$ cat src/smi_pkg.sv
// Shared widths, codes and structures of the small matrix inverse.
// No dependencies; imported by every module of the block.
`default_nettype none

package smi_pkg;

	localparam int ENT_W     = 32;
	localparam int N_ENT     = 9;
	localparam int ADJ_W     = 64;
	localparam int TERM_W    = 96;
	localparam int DET_W     = 98;
	localparam int DMAG_W    = 97;
	localparam int Q_W       = 33;
	localparam int DIV_STEPS = Q_W;
	localparam int LANE_LAT  = DIV_STEPS + 2;
	localparam int TDATA_W   = N_ENT * ENT_W;

	localparam logic [1:0] SIZE_2X2 = 2'd2;
	localparam logic [1:0] SIZE_RST = 2'd3;

	typedef logic signed [ENT_W-1:0] ent_t;
	typedef logic [ADJ_W-1:0] amag_t;
	typedef logic [DMAG_W-1:0] dmag_t;

	typedef struct packed {
		logic valid;
		logic singular;
	} ctl_t;

	typedef struct packed {
		logic valid;
		logic singular;
		dmag_t dmag;
		logic [N_ENT-1:0] neg;
		amag_t [N_ENT-1:0] amag;
	} cof_t;

	typedef struct packed {
		logic singular;
		logic [N_ENT-1:0][ENT_W-1:0] inv;
	} res_t;

endpackage

`default_nettype wire

$ cat src/smi_skid.sv
// Two-entry output buffer that decouples the pipeline from the result channel.
// Depends on smi_pkg.
`default_nettype none

module smi_skid import smi_pkg::*; (
	input  wire logic clk,
	input  wire logic arst_n,
	input  wire logic push,
	input  wire res_t din,
	input  wire logic pop_ready,
	output logic out_valid,
	output res_t dout,
	output logic full
);

	logic out_v_q, spare_v_q;
	res_t out_q, spare_q;
	logic pop;

	assign pop = out_v_q & pop_ready;

	always_ff @(posedge clk or negedge arst_n) begin
		if (!arst_n) begin
			out_v_q <= 1'b0;
			spare_v_q <= 1'b0;
		end else if (spare_v_q) begin
			if (pop) begin
				spare_v_q <= 1'b0;
			end
		end else if (push) begin
			if (!out_v_q || pop) begin
				out_v_q <= 1'b1;
			end else begin
				spare_v_q <= 1'b1;
			end
		end else if (pop) begin
			out_v_q <= 1'b0;
		end
	end

	always_ff @(posedge clk) begin
		if (spare_v_q) begin
			if (pop) begin
				out_q <= spare_q;
			end
		end else if (push) begin
			if (!out_v_q || pop) begin
				out_q <= din;
			end else begin
				spare_q <= din;
			end
		end
	end

	assign out_valid = out_v_q;
	assign dout = out_q;
	assign full = spare_v_q;

endmodule

`default_nettype wire

$ cat config.mk
export PLATFORM = sky130hd
export DESIGN_NAME = smi_skid
export DESIGN_NICKNAME = d
export VERILOG_FILES = /design/src/smi_pkg.sv /design/src/smi_skid.sv
export SDC_FILE = /design/constraint.sdc
export NUM_CORES = 1
export LEC_CHECK = 0
export BUFFER_PORTS_ARGS = -buffer_cell sky130_fd_sc_hd__buf_2
export CAP_MARGIN = 20
export CORE_AREA = 3 3 226 228
export CTS_CLUSTER_DIAMETER = 30
export DETAILED_ROUTE_END_ITERATION = 10
export DIE_AREA = 0 0 229 231
export GPL_TIMING_DRIVEN = 0
export PLACE_DENSITY_LB_ADDON = 0.25
export SLEW_MARGIN = 40
export SYNTH_ARGS = -nofsm -noshare
export SYNTH_HDL_FRONTEND = slang
export SYNTH_SLANG_ARGS = --single-unit
$ cat constraint.sdc
create_clock -name clk -period 17 [get_ports clk]
set_input_delay 1.7 -clock clk [delete_from_list [all_inputs] [get_ports clk]]
set_output_delay 1.7 -clock clk [all_outputs]
set_load 0.03 [all_outputs]
==> summary.txt, run 1 <==
Biggest area consumer among synthesized cells: edfxtp_1
Io pins: 584
Initial DRT Pass Iterations: 5
TNS Setup: 0 ps
Synthesized flop and latch total: 580
Post-Synthesis Cells: 911
Placed cell count: 2,176
CP Max Fanout: 32
Post-Layout Cell Count: 2,410
Clock tree buffer depth: 3
Synth Area in Compound Gates: 0.00102
Mapped Area: 0.0220 mm^2
Clk_skew: 22.8 ps
DRC Markers: 0
Largest family of logic cells by synthesized area: multiplexers
P_leak: 12.1 nW
Post-CTS Resized: 0
Worst Hold Slack: 541 ps
Power Density: 210 mW/mm^2
Max Cap Viol: 0
Final period util: 0.187
Crit path DAT: 3500 ps
DR vias: 11,500
Die height: 231 um
XOR/XNOR Fraction of Synth Area: 0
Library cells used by synthesis: 14
Worst-margin pin slew: 448 ps
Reg clk slew, reported paths: 50 ps
Worst min path class: reg -> reg
Worst path cell trace: buf_2 > and4bb_4 > buf_12 > buf_12 > buf_12 > buf_12
Routability cong.: 0.788
Buffers inserted by post-CTS timing repair: 0
Most frequent CP cell: buf_12
Starting density of the core: 0.448
Post-Synth Simple-Gate Area: 0.00148
Area of the die: 0.0529 mm^2
Critical Path Sink Type: register
Share of layout cells above drive strength 1: 0.647
Slew margin rel.: 0.702
Nets: 1,924
Final min period: 3170 ps
DR vias/cell: 4.77
GRT Util Overall: 0.196
Die width: 229 um
CTS Sinks: 580
CTS tree: yes
Largest net degree at the start of global routing: 42
Global route total overflow: 0
Status: completed
Placed wire-length estimate: 37,500 um
Worst endpoint required time: 17,330 ps
Post-synthesis sequential area ratio: 0.792
Synthesized Nets: 1,204
Root Driver: clkbuf_16
Fmax: 0.315 GHz
Worst Path Class, Setup: in -> reg
WL/cell: 21.8 um
Final Hold Violating Endpoints: 0
Initial DRC Count: 603
Worst skew pair latency: 650 ps
Dpl cell area: 0.0261 mm^2
Vias in the first global route: 12,400
Unrepaired setup endpoints after global routing: false
Row count: 81
Slowest cell on the critical path: and4bb_4
Warnings, synthesis: 0
Core area: 0.0491 mm^2
First-pass GRT wire length: 77,400 um
TritonCTS Buffers: 117
VDD IR-drop max: 0.125 mV
Syn_area_per_cell: 24.1 um^2
Mux cell area share after synthesis: 0.190
Hold_buf cts: 0
Routed Antenna Nets: 0
Largest cells by area after synthesis: edfxtp_1 79%, mux2_4 17%, mux2_2 2.3%
Max Slew Vio Count: 0
Top cell type's share of synthesized area: 0.789
Post-Synth Adder-Cell Area: 0
# setup viols final: 0
P&R area growth vs syn: 37.1%
Finished Cell Area: 0.0302 mm^2
Largest stage delay, worst path: 630 ps
Internal reg-to-reg setup slack: 14,130 ps
PortBufs: 583
Overall routed net length: 52,400 um
Htree depth: 3
Initial antenna violation count: 27
Startpoint types: input port
Overall power: 6.32 mW
## registers in the layout, summed over array words and instances (netlist names)
signal	count
dout	289
out_valid	1
full	1
spare_q	289
## where the power goes
part	internal, mW	leakage, nW	switching (mW)
clock	1.47	1.94	0.780
combinational	0.701	4.79	1.19
sequential	2.09	5.41	0.0858
## cell usage after synthesis, drive strengths merged
cell type,count
buf,33
inv,1
edfxtp,578
and4bb,1
nand2b,1
o22a,1
dfrtp,2
and2,1
a21oi,1
mux2,289
a22o,1
nor2,2
## metal layers
metal / routed length (um) / GRT usage
met5: 195 / 0
met4: 1370 / 0.0778
met3: 6060 / 0.101
met2: 25300 / 0.312
met1: 19500 / 0.226
## final timing paths
check	cells after the start	endpoint	startpoint
hold / removal	1	dout[146]	spare_q[146]
hold reg to reg	1	dout[146]	spare_q[146]
setup / recovery	6	spare_q[144]	pop_ready
min in group asynchronous	1	out_valid	arst_n
setup reg to reg	8	spare_q[144]	full
max in group asynchronous	1	full	arst_n
## final cells by class
class | instances | area [um^2]
Sequential cell | 580 | 17400
Antenna cell | 13 | 32.5
Multi-Input combinational cell | 297 | 4240
Clock buffer | 127 | 3010
Buffer | 33 | 347
Inverter | 1 | 3.75
Tap cell | 664 | 831
Timing Repair Buffer | 601 | 3290
Clock inverter | 94 | 998
Fill cell | 3591 | 18900
## layout by cell type, fill, tap and decap left out
cell	Yosys	routed
buf_2	4	587
edfxtp_1	578	578
mux2_4	245	245
clkbuf_16	0	118
mux2_2	44	44
buf_6	29	29
clkinv_4	0	18
clkinv_2	0	17
clkinv_1	0	17
buf_12	0	17
diode_2	0	13
inv_6	0	12
bufinv_16	0	12
clkinvlp_4	0	9
clkbuf_1	0	7
clkinv_8	0	4
inv_8	0	3
nor2_1	2	2
clkbuf_8	0	2
clkinv_16	0	2
dfrtp_1	2	2
and2_1	1	1
o22a_4	0	1
and4bb_4	0	1
a21oi_1	1	1
inv_1	1	1
nand2b_1	1	1
a22o_1	1	1
buf_16	0	1
## worst max-delay path, delay by kind of cell
family                 cells  cell delay, ps
buffers and inverters      5            1100
and+or+nand+nor            1             630
## cells by family after synthesis
logic type | after synthesis
compound gates | 3
flops | 580
simple gates | 5
buf+inv | 34
mux | 289
## per-stage QoR
stage,setup WS (ps),utilization
global route,13740,0.614
finish,13830,0.615
global placement,4320,0.525
detailed placement,13150,0.532
CTS,13850,0.614
floorplan,8050,-
No activity file was read; power rests on OpenSTA's default activity.
==> inputs of run 2 (changes only) <==
- ABC_AREA: unset -> 1
- CORE_AREA: 3 3 226 228 -> 3 3 229 231
- DIE_AREA: 0 0 229 231 -> 0 0 232 234
- clock period: 17 -> 2.8 ns (I/O delays scaled with it)
==> summary.txt, run 2 <==
Worst-margin pin slew: 366 ps
Core area: 0.0503 mm^2
Crit path DAT: 2880 ps
Most frequent cells in the layout: 871 x nand2_1, 625 x buf_2, 578 x edfxtp_1
Routed Antenna Nets: 0
Post-Layout Cell Count: 3,325
Commonest non-fill, non-tap cell in the layout: nand2_1
TNS Setup: 0 ps
Clk_skew: 19.1 ps
Global route total overflow: 0
Post-Synth Simple-Gate Area: 0.156
Die width: 232 um
Area of the multi-input gates: 0.00332 mm^2
Critical Path Sink Type: register
CP Max Fanout: 37
Worst min path class: in -> async
Post-synth EDFFs: 578
Reg clk slew, reported paths: 50 ps
Placed cell count: 2,818
Library cells used by synthesis: 9
Pre-CTS WS: -192 ps
CTS tree: yes
Finished Cell Area: 0.0325 mm^2
Worst path cell trace: inv_2 > buf_6 > buf_6 > nand2_4 > nor2_4 > buf_16 > buf_16 > buf_16 > buf_8 > buf_16 > buf_16
Area of the die: 0.0543 mm^2
Io pins: 584
Max Slew Vio Count: 0
Post-synthesis sequential area ratio: 0.825
Placed wire-length estimate: 41,300 um
Async S/R FF share, synth: 0.00345
Largest stage delay, worst path: 430 ps
Most frequent CP cell: buf_16
CP Launch Point: full
DRC Markers: 0
Worst Hold Slack: 43.4 ps
Final Hold Violating Endpoints: 0
Most numerous cell in the Yosys netlist: nand2_1
Max Cap Viol: 0
Row count: 82
# setup viols final: 0
CTS Sinks: 580
Critical Path End: spare_q[115]
First-pass GRT wire length: 93,200 um
Register Area: 0.0174 mm^2
Biggest area consumer among synthesized cells: edfxtp_1
Final period util: 0.911
Largest family of logic cells by synthesized area: simple AND/OR/NAND/NOR gates
Launching point of the worst reg2reg path: full
Power Density: 937 mW/mm^2
Layout fillers: 3,542
Vias in the first global route: 16,400
Slew margin rel.: 0.756
DR vias: 15,700
Initial DRC Count: 954
Synthesized flop and latch total: 580
Worst Path Class, Setup: reg -> reg
Htree depth: 3
Syn_area_per_cell: 13.8 um^2
Largest net degree at the start of global routing: 23
Worst skew pair latency: 640 ps
Synth Area in Compound Gates: 0.000237
GRT Util Overall: 0.224
Post-Synth Adder-Cell Area: 0
Worst endpoint required time: 3130 ps
VDD IR-drop max: 0.781 mV
Worst Path Buf+Inv: 9
Dpl cell area: 0.0257 mm^2
Slowest cell on the critical path: dfrtp_2
Capture point of the worst reg-to-reg path: spare_q[115]
Largest cells by area after synthesis: edfxtp_1 82%, nand2_1 16%, buf_2 1.0%
Routability cong.: 0.829
Clock tree buffer depth: 3
Warnings, synthesis: 0
P_leak: 14.1 nW
Top delay family on crit path: buffers and inverters
P&R area growth vs syn: 54.0%
Initial DRT Pass Iterations: 5
Number of cells on the worst reg-to-reg path: 11
Unrepaired setup endpoints after global routing: false
Top cell type's share of synthesized area: 0.823
Setup ws final: 250 ps
Nets: 2,845
Final min period: 2550 ps
TritonCTS Buffers: 111
CP Depth: 11
Fmax: 0.392 GHz
Die height: 234 um
Initial antenna violation count: 7
DR vias/cell: 4.73
Mapped Area: 0.0211 mm^2
Post-Synthesis Cells: 1,527
Mux cell area share after synthesis: 0
Synthesized Nets: 1,820
Internal reg-to-reg setup slack: 250 ps
Finished Core Util: 0.646
XOR/XNOR Fraction of Synth Area: 0
Startpoint types: register
Synth cell count leaders: 873 x nand2_1, 578 x edfxtp_1, 43 x buf_2
Root Driver: clkbuf_16
Post-CTS Resized: 0
Overall routed net length: 62,200 um
Ys flop type: edfxtp_1
Share of layout cells above drive strength 1: 0.330
PortBufs: 583
Status: completed
WL/cell: 18.7 um
Overall power: 30.4 mW
Starting density of the core: 0.420
-- run 2: worst min-delay path by stage --
stage          startpoint         to  slack, ps  cells after the start
2_1_floorplan      arst_n       full        -20                      0
3_3_place_gp       arst_n       full         70                      1
3_5_place_dp       arst_n       full         70                      1
4_1_cts            arst_n       full         10                      2
5_1_grt            arst_n       full         20                      2
6_report           arst_n  out_valid         40                      2
-- run 2: final cells by class --
type	count	area share
clock inverters	80	0.0284
multi-input cells	878	0.102
plain buffers	64	0.0118
repair buffers	912	0.205
clock buffers	126	0.0898
flip-flops and latches	580	0.536
inverters	5	0.000578
diodes	8	0.000616
well taps	672	0.0259
-- run 2: worst reg2reg max path: cells and delay by family, from the launching register on --
kind	cells	cell delay, ps
buffers and inverters	9	1600
AND/OR/NAND/NOR	2	210
flip-flops	1	430
-- run 2: logic make-up (layout without fill, tap and decap cells) --
family | count (synthesis) | in the layout
and+or+nand+nor | 877 | 877
other | 0 | 8
buffers and inverters | 69 | 1187
DFF | 580 | 580
AOI/OAI and AO/OA | 1 | 1
-- run 2: per-layer routing --
| metal | part of all wire | GRT usage | wire length (um) | vias to the layer above |
|---|---|---|---|---|
| met2 | 0.52 | 0.393 | 32100 | 708 |
| li1 | - | - | - | 7300 |
| met4 | 0.040 | 0.0966 | 2510 | 0 |
| met5 | 0 | 0 | 0 | - |
| met1 | 0.37 | 0.257 | 22800 | 7565 |
| met3 | 0.077 | 0.0667 | 4820 | 154 |
-- run 2: power breakdown --
| part | total, mW | switching (mW) | internal (mW) | leakage [nW] |
|---|---|---|---|---|
| registers | 11.3 | 0.283 | 11.0 | 5.48 |
| logic | 5.66 | 3.92 | 1.74 | 6.76 |
| clock network | 13.5 | 4.36 | 9.10 | 1.85 |
| total | 30.4 | 8.56 | 21.9 | 14.1 |
-- run 2: what timing repair did --
item,4_1_cts,5_1_grt
endpoints found under the setup margin,74,16
buffers inserted,2,0
hold endpoints to repair,581,0
hold buffers,292,0
pin swaps,2,0
